## src/hw/rtl/glyb_pkg.sv

```systemverilog
// Package for the glyph blitter: store sizing, command and state types,
// and the structs passed between the front and back halves.
// No dependencies.
`default_nettype none

package glyb_pkg;

  localparam int STORE_BYTES = 4096;
  localparam int GLYPH_ROWS  = 8;
  localparam int GLYPH_COLS  = 8;
  localparam int ADDR_W      = $clog2(STORE_BYTES);
  localparam int POS_W       = $clog2(GLYPH_ROWS * GLYPH_COLS * 2);
  localparam int TILE_W      = 12;
  localparam int PIX_W       = TILE_W + 5;
  localparam int QUEUE_DEPTH = 2;
  localparam int QPTR_W      = $clog2(QUEUE_DEPTH);

  localparam logic [5:0] STRIDE_RESET = 6'd32;
  localparam logic [7:0] LO_MASK      = 8'h0F;
  localparam logic [7:0] HI_MASK      = 8'hF0;

  typedef enum logic [1:0] {
    OP_DRAW  = 2'd0,
    OP_READ  = 2'd1,
    OP_WRITE = 2'd2,
    OP_NONE  = 2'd3
  } opcode_t;

  typedef enum logic [3:0] {
    BK_CLEAR,
    BK_IDLE,
    BK_PIX,
    BK_CALC,
    BK_MERGE,
    BK_RD,
    BK_RD_WAIT,
    BK_WR,
    BK_DONE
  } back_state_t;

  typedef struct packed {
    opcode_t     op;
    logic        byte_ok;
    logic [4:0]  base_tile_row;
    logic [2:0]  row_in_tile;
    logic [7:0]  x_pixel;
    logic [3:0]  width;
    logic [3:0]  palette_index;
    logic [63:0] upper_rows;
    logic [63:0] lower_rows;
    logic [11:0] byte_address;
    logic [7:0]  write_data;
  } cmd_t;

  typedef struct packed {
    logic valid;
    cmd_t cmd;
  } fe_req_t;

  typedef struct packed {
    logic pop;
    logic clearing;
  } be_ack_t;

endpackage

`default_nettype wire

```

## src/hw/rtl/glyb_back.sv

```systemverilog
// Back half: clears the store after reset, then runs queued commands:
// per-pixel nibble read-modify-write for glyphs, byte read and write.
// Depends on glyb_pkg; drives the ports of one glyb_ram.
`default_nettype none

module glyb_back
  import glyb_pkg::*;
(
  input  wire logic              clk,
  input  wire logic              rst,
  input  wire logic [5:0]        tiles_per_row,
  input  wire fe_req_t           req,
  output be_ack_t                ack,
  output logic                   ram_we,
  output logic [ADDR_W-1:0]      ram_waddr,
  output logic [7:0]             ram_wdata,
  output logic [ADDR_W-1:0]      ram_raddr,
  input  wire logic [7:0]        ram_rdata,
  output logic                   res_valid,
  input  wire logic              res_stall,
  output logic [7:0]             read_data,
  output logic                   out_of_range
);

  back_state_t       state;
  back_state_t       state_next;
  logic [ADDR_W-1:0] clear_cnt;
  cmd_t              cur;
  logic [POS_W-1:0]  pos;
  logic              pos_last;
  logic              oor_acc;
  logic [7:0]        rd_acc;

  logic [TILE_W-1:0] mul_q;
  logic [5:0]        xh_q;
  logic [4:0]        within_q;
  logic              nib_q;
  logic [PIX_W-1:0]  pix_q;

  logic              half;
  logic [2:0]        col;
  logic [2:0]        row;
  logic              pix_bit;
  logic              pix_active;
  logic [3:0]        y;
  logic [8:0]        x;
  logic [5:0]        tile_row;
  logic [TILE_W-1:0] tile;
  logic [PIX_W-1:0]  pix_addr;
  logic              pix_ok;
  logic [7:0]        merged;

  logic pop;
  logic cur_load;
  logic pos_inc;
  logic calc_load;
  logic pix_load;
  logic oor_set;
  logic rd_load;
  logic res_load;

  assign half     = pos[0];
  assign col      = pos[3:1];
  assign row      = pos[POS_W-1:4];
  assign pos_last = (pos == '1);
  assign pix_bit  = half ? cur.lower_rows[{row, col}] : cur.upper_rows[{row, col}];
  assign pix_active = pix_bit && ({1'b0, col} < cur.width);

  assign y        = {1'b0, cur.row_in_tile} + {1'b0, row};
  assign x        = {1'b0, cur.x_pixel} + {6'd0, col};
  assign tile_row = {1'b0, cur.base_tile_row} + {5'd0, y[3]} + {5'd0, half};

  assign tile     = mul_q + {6'd0, xh_q};
  assign pix_addr = {tile, within_q};
  assign pix_ok   = (32'(pix_addr) < STORE_BYTES);
  assign merged   = nib_q ? ((ram_rdata & LO_MASK) | {cur.palette_index, 4'd0})
                          : ((ram_rdata & HI_MASK) | {4'd0, cur.palette_index});

  assign ack.pop      = pop;
  assign ack.clearing = (state == BK_CLEAR);

  always_comb begin
    state_next = state;
    pop        = 1'b0;
    cur_load   = 1'b0;
    pos_inc    = 1'b0;
    calc_load  = 1'b0;
    pix_load   = 1'b0;
    oor_set    = 1'b0;
    rd_load    = 1'b0;
    res_load   = 1'b0;
    ram_we     = 1'b0;
    ram_waddr  = '0;
    ram_wdata  = '0;
    ram_raddr  = '0;
    case (state)
      BK_CLEAR: begin
        ram_we    = 1'b1;
        ram_waddr = clear_cnt;
        if (clear_cnt == ADDR_W'(STORE_BYTES - 1)) begin
          state_next = BK_IDLE;
        end
      end
      BK_IDLE: begin
        if (req.valid) begin
          pop      = 1'b1;
          cur_load = 1'b1;
          case (req.cmd.op)
            OP_DRAW:  state_next = BK_PIX;
            OP_READ:  state_next = BK_RD;
            OP_WRITE: state_next = BK_WR;
            default:  state_next = BK_DONE;
          endcase
        end
      end
      BK_PIX: begin
        if (pix_active) begin
          calc_load  = 1'b1;
          state_next = BK_CALC;
        end else if (pos_last) begin
          state_next = BK_DONE;
        end else begin
          pos_inc = 1'b1;
        end
      end
      BK_CALC: begin
        if (pix_ok) begin
          ram_raddr  = ADDR_W'(pix_addr);
          pix_load   = 1'b1;
          state_next = BK_MERGE;
        end else begin
          oor_set = 1'b1;
          if (pos_last) begin
            state_next = BK_DONE;
          end else begin
            pos_inc    = 1'b1;
            state_next = BK_PIX;
          end
        end
      end
      BK_MERGE: begin
        ram_we    = 1'b1;
        ram_waddr = ADDR_W'(pix_q);
        ram_wdata = merged;
        if (pos_last) begin
          state_next = BK_DONE;
        end else begin
          pos_inc    = 1'b1;
          state_next = BK_PIX;
        end
      end
      BK_RD: begin
        if (cur.byte_ok) begin
          ram_raddr  = ADDR_W'(cur.byte_address);
          state_next = BK_RD_WAIT;
        end else begin
          oor_set    = 1'b1;
          state_next = BK_DONE;
        end
      end
      BK_RD_WAIT: begin
        rd_load    = 1'b1;
        state_next = BK_DONE;
      end
      BK_WR: begin
        if (cur.byte_ok) begin
          ram_we    = 1'b1;
          ram_waddr = ADDR_W'(cur.byte_address);
          ram_wdata = cur.write_data;
        end else begin
          oor_set = 1'b1;
        end
        state_next = BK_DONE;
      end
      BK_DONE: begin
        if (!res_valid || !res_stall) begin
          res_load   = 1'b1;
          state_next = BK_IDLE;
        end
      end
      default: state_next = BK_IDLE;
    endcase
  end

  always_ff @(posedge clk) begin
    if (rst) begin
      state     <= BK_CLEAR;
      clear_cnt <= '0;
      res_valid <= 1'b0;
    end else begin
      state <= state_next;
      if (state == BK_CLEAR) begin
        clear_cnt <= clear_cnt + 1'b1;
      end
      if (res_load) begin
        res_valid <= 1'b1;
      end else if (!res_stall) begin
        res_valid <= 1'b0;
      end
    end
  end

  always_ff @(posedge clk) begin
    if (cur_load) begin
      cur     <= req.cmd;
      pos     <= '0;
      oor_acc <= 1'b0;
      rd_acc  <= '0;
    end else begin
      if (pos_inc) begin
        pos <= pos + 1'b1;
      end
      if (oor_set) begin
        oor_acc <= 1'b1;
      end
      if (rd_load) begin
        rd_acc <= ram_rdata;
      end
    end
    if (calc_load) begin
      mul_q    <= {6'd0, tile_row} * {6'd0, tiles_per_row};
      xh_q     <= x[8:3];
      within_q <= {y[2:0], x[2:1]};
      nib_q    <= x[0];
    end
    if (pix_load) begin
      pix_q <= pix_addr;
    end
    if (res_load) begin
      read_data    <= rd_acc;
      out_of_range <= oor_acc;
    end
  end

  a_result_from_done: assert property (@(posedge clk) disable iff (rst)
    $rose(res_valid) |-> ($past(state) == BK_DONE))
    else $error("result raised outside completion");

  a_calc_exit: assert property (@(posedge clk) disable iff (rst)
    (state == BK_CALC) |=> (state == BK_MERGE || state == BK_PIX || state == BK_DONE))
    else $error("bad exit from address stage");

  a_no_result_in_clear: assert property (@(posedge clk) disable iff (rst)
    (state == BK_CLEAR) |-> !res_valid)
    else $error("result pending during clearing pass");

endmodule

`default_nettype wire

```

## config.mk

```make
export PLATFORM = sky130hd
export DESIGN_NAME = glyb_back
export DESIGN_NICKNAME = d
export VERILOG_FILES = /design/src/hw/rtl/glyb_pkg.sv /design/src/hw/rtl/glyb_back.sv
export SDC_FILE = /design/constraint.sdc
export NUM_CORES = 1
export LEC_CHECK = 0
export BUFFER_PORTS_ARGS = -buffer_cell sky130_fd_sc_hd__buf_4
export CORE_ASPECT_RATIO = 0.5
export CORE_UTILIZATION = 40
export CTS_CLUSTER_DIAMETER = 50
export DETAILED_ROUTE_END_ITERATION = 8
export GPL_ROUTABILITY_DRIVEN = 0
export HOLD_SLACK_MARGIN = 0.05
export PLACE_DENSITY = 0.68
export SLEW_MARGIN = 20
export SYNTH_ARGS = -nofsm -noshare
export SYNTH_HDL_FRONTEND = slang
export SYNTH_SLANG_ARGS = --single-unit
```

## constraint.sdc

```tcl
create_clock -name clk -period 21.9 [get_ports clk]
set_clock_uncertainty 0.2 [all_clocks]
set_input_delay 6.57 -clock clk [delete_from_list [all_inputs] [get_ports clk]]
set_output_delay 6.57 -clock clk [all_outputs]
set_load 0.01 [all_outputs]
```

==> flow_summary.yaml <==
routing:
  drtAntennaViolNets: 0
  viasPerCell: 5.14
  wl_per_cell_um: 18.5
  wl_um: 27000
  drt_pass1_iterations: 5
  first_iter_violations: 402
  post-route-drc-count: 0
  vias: 7510
synth:
  synth-async-reset-ratio_pct: 0
  synth-edff-count: 218
  synthTopCellsByArea: "edfxtp_1 (56%), dfxtp_1 (5.7%), mux2i_1 (4.4%), ha_1 (4.3%), fa_1 (3.6%)"
  syn-num-nets: 1074
  ys.warnings.count: 0
  synth_xor_area_share_pct: 2.41
  synth-seq-cells: 251
  synth_compound_area_share_pct: 8.37
  synth_top_flop_cell: "edfxtp_1"
  synthDistinctLibCells: 63
  synthAdderAreaFrac_pct: 7.92
  synth_seq_area_share_pct: 62.0
  synth_commonest_cells: "edfxtp_1 (218), nand2_1 (69), mux2i_1 (51), inv_1 (45), nor2_1 (43)"
  muxShareOfSynthArea_pct: 8.55
  synth.top_cell.area_share_pct: 56.3
  syn_inst: 820
  syn_area_um2: 11600
  synth_simple_gate_area_share_pct: 8.01
  synth_top_family_by_area: "multiplexers"
  yosysTopAreaCell: "edfxtp_1"
  syn_avg_cell_area_um2: 14.2
  yosysMostFrequentCell: "edfxtp_1"
die:
  dieArea_um2: 29800
  initial_core_util_pct: 41.3
  die_y_um: 123
  num_io_pins: 238
  num_rows: 43
  coreArea_um2: 28100
  die_x_um: 243
worst_setup_path:
  cp_top_family: "buffers and inverters"
  required_ns: 15.13
  critPathMaxStageDelay_ns: 0.49
  path_buf_inv: 3
  critPathLaunchType: "input port"
  cp_data_arrival_time_ns: 7.72
  crit_top_cell: "buf_4"
  cp_slowest_cell: "inv_6"
  path_max_fanout: 52
  cp-end-kind: "primary output"
  crit_start: "req[175]"
  reg2reg_from: "pos[5]"
  path_class: "input port to primary output"
  path_cells: "buf_4 -> nand3_1 -> inv_6 -> buf_4"
outcome:
  status: "finished clean"
cts:
  cts_root_buffer: "clkbuf_16"
  cts_tree: "yes"
  cts_buffers: 25
  clkSinkCount: 251
  ctsResizeCount: 0
  clk_pin_slew_ns: 0.07
  holdBufCountCts: 0
  clock_latency_ns: 0.54
  clockBufferDepth: 3
  cts_htree_levels: 1
  cts_setup_buffers: 0
global_route:
  grt_overflow: 0
  grt_pass1_vias: 7714
  grt_max_degree: 84
  grt_usage_pct: 18.0
  antenna_found_initial: 0
  grt_pass1_wl_um: 41700
sta:
  worst_pin_slew_ns: 1.08
  grt_setup_unrepaired: "false"
  fmax_ghz: 0.0690
  hold_violations: 0
  drv_slew: 0
  setup_violations: 0
  layout_min_cycle_time_ns: 14.49
  relSlewSlack_pct: 27.8
  fin_crit_sh_pct: 66.2
  fin_tns_setup_ns: 0
cells_and_area:
  area_delta_synth_final_pct: 25.6
  fin_nets: 1314
  fillCellCount: 2354
  utilization_pct: 51.9
  antennaDiodeCount: 0
  drive_gt1_share_pct: 29.3
pwr:
  powerDensity_nw_per_um2: 79.6
  p_leak_nw: 5.78
  vdd_drop_max_uv: 59.7
place:
  hpwlAfterDp_um: 19700
  portBuffers: 237
hold_path:
  min-delay-start: "rd_acc[2]"
  hold_path_class: "register to register"
run:
  maxCapViolCount: 0
## path summary, 6_finish.rpt
kind | to | slack (ns) | depth (start not counted)
max | ack[1] | 7.41 | 4
min | read_data[2] | 0.25 | 0
max reg2reg | mul_q[11] | 16.00 | 22
min reg2reg | read_data[2] | 0.25 | 0
## cell usage in the layout, fill, tap and decap left out, types with 13 or more instances in the layout
cell type  netlist  layout
buf_4            3     245
edfxtp_1       218     218
nand2_1         69      69
mux2i_1         51      51
inv_1           45      44
nor2_1          43      42
ha_1            40      40
dfxtp_1         33      30
clkbuf_16        0      25
a21oi_1         23      23
o21ai_0         21      21
fa_1            21      21
xnor2_1         19      19
nor2b_1         18      18
mux4_2          17      17
and2_1          16      16
a32o_1          14      14
xor2_1          13      13
a32oi_1         13      13
## state kept, by name (all words and copies together) (netlist names), 4 cells and up
register   cells
clear_cnt     12
cur          173
mul_q         12
pix_q         12
pos            7
rd_acc         8
read_data      8
state          4
within_q       5
xh_q           6
## layer usage
metal / part of all wire [%] / GRT usage [%] / wire, µm / vias up
met4: 2.0 / 4.48 / 539 / 0
met3: 4.0 / 3.17 / 1080 / 37
met1: 45 / 24.5 / 12300 / 3713
met5: 0 / 0 / 0 / -
met2: 49 / 30.1 / 13100 / 186
li1: - / - / - / 3574
## final cells by class
type	instances	area [µm²]	area share, %
clock buffer	32	662	4.53
clock inverter	14	108	0.737
inverter	45	174	1.19
multi-input combinational	491	4110	28.2
sequential	251	7210	49.4
tap	382	478	3.27
timing repair buffer	246	1850	12.7
## cells by family after synthesis
| kind of cell | count (synthesis) |
|---|---|
| AO/OA/AOI/OAI | 132 |
| XOR/XNOR | 32 |
| adder cells (fa/ha/maj) | 61 |
| buffers and inverters | 78 |
| flip-flops | 251 |
| multiplexers | 73 |
| AND/OR/NAND/NOR | 193 |
## where the power goes
part           switching (W)  leakage (nW)  total (W)  internal (W)
logic               0.000110          3.19   0.000213      0.000103
registers         0.00000930          2.22   0.000538      0.000529
clock network       0.000184         0.375   0.000411      0.000227
## through the flow
step / instance area (µm²) / total power, W / setup slack (ns) / instances / hold WS, ns
2_1_floorplan: 11600 / 0.000691 / 2.77 / 820 / 0.208
3_3_place_gp: 13800 / 0.000762 / 7.51 / 1414 / 0.228
3_5_place_dp: 13800 / 0.000765 / 7.43 / 1414 / 0.226
4_1_cts: 14600 / 0.00118 / 7.42 / 1460 / 0.242
5_1_grt: 14600 / 0.00122 / 7.31 / 1461 / 0.262
6_report: 14600 / 0.00116 / 7.41 / 1461 / 0.245
Note: power is estimated with default switching activity, not from simulation.
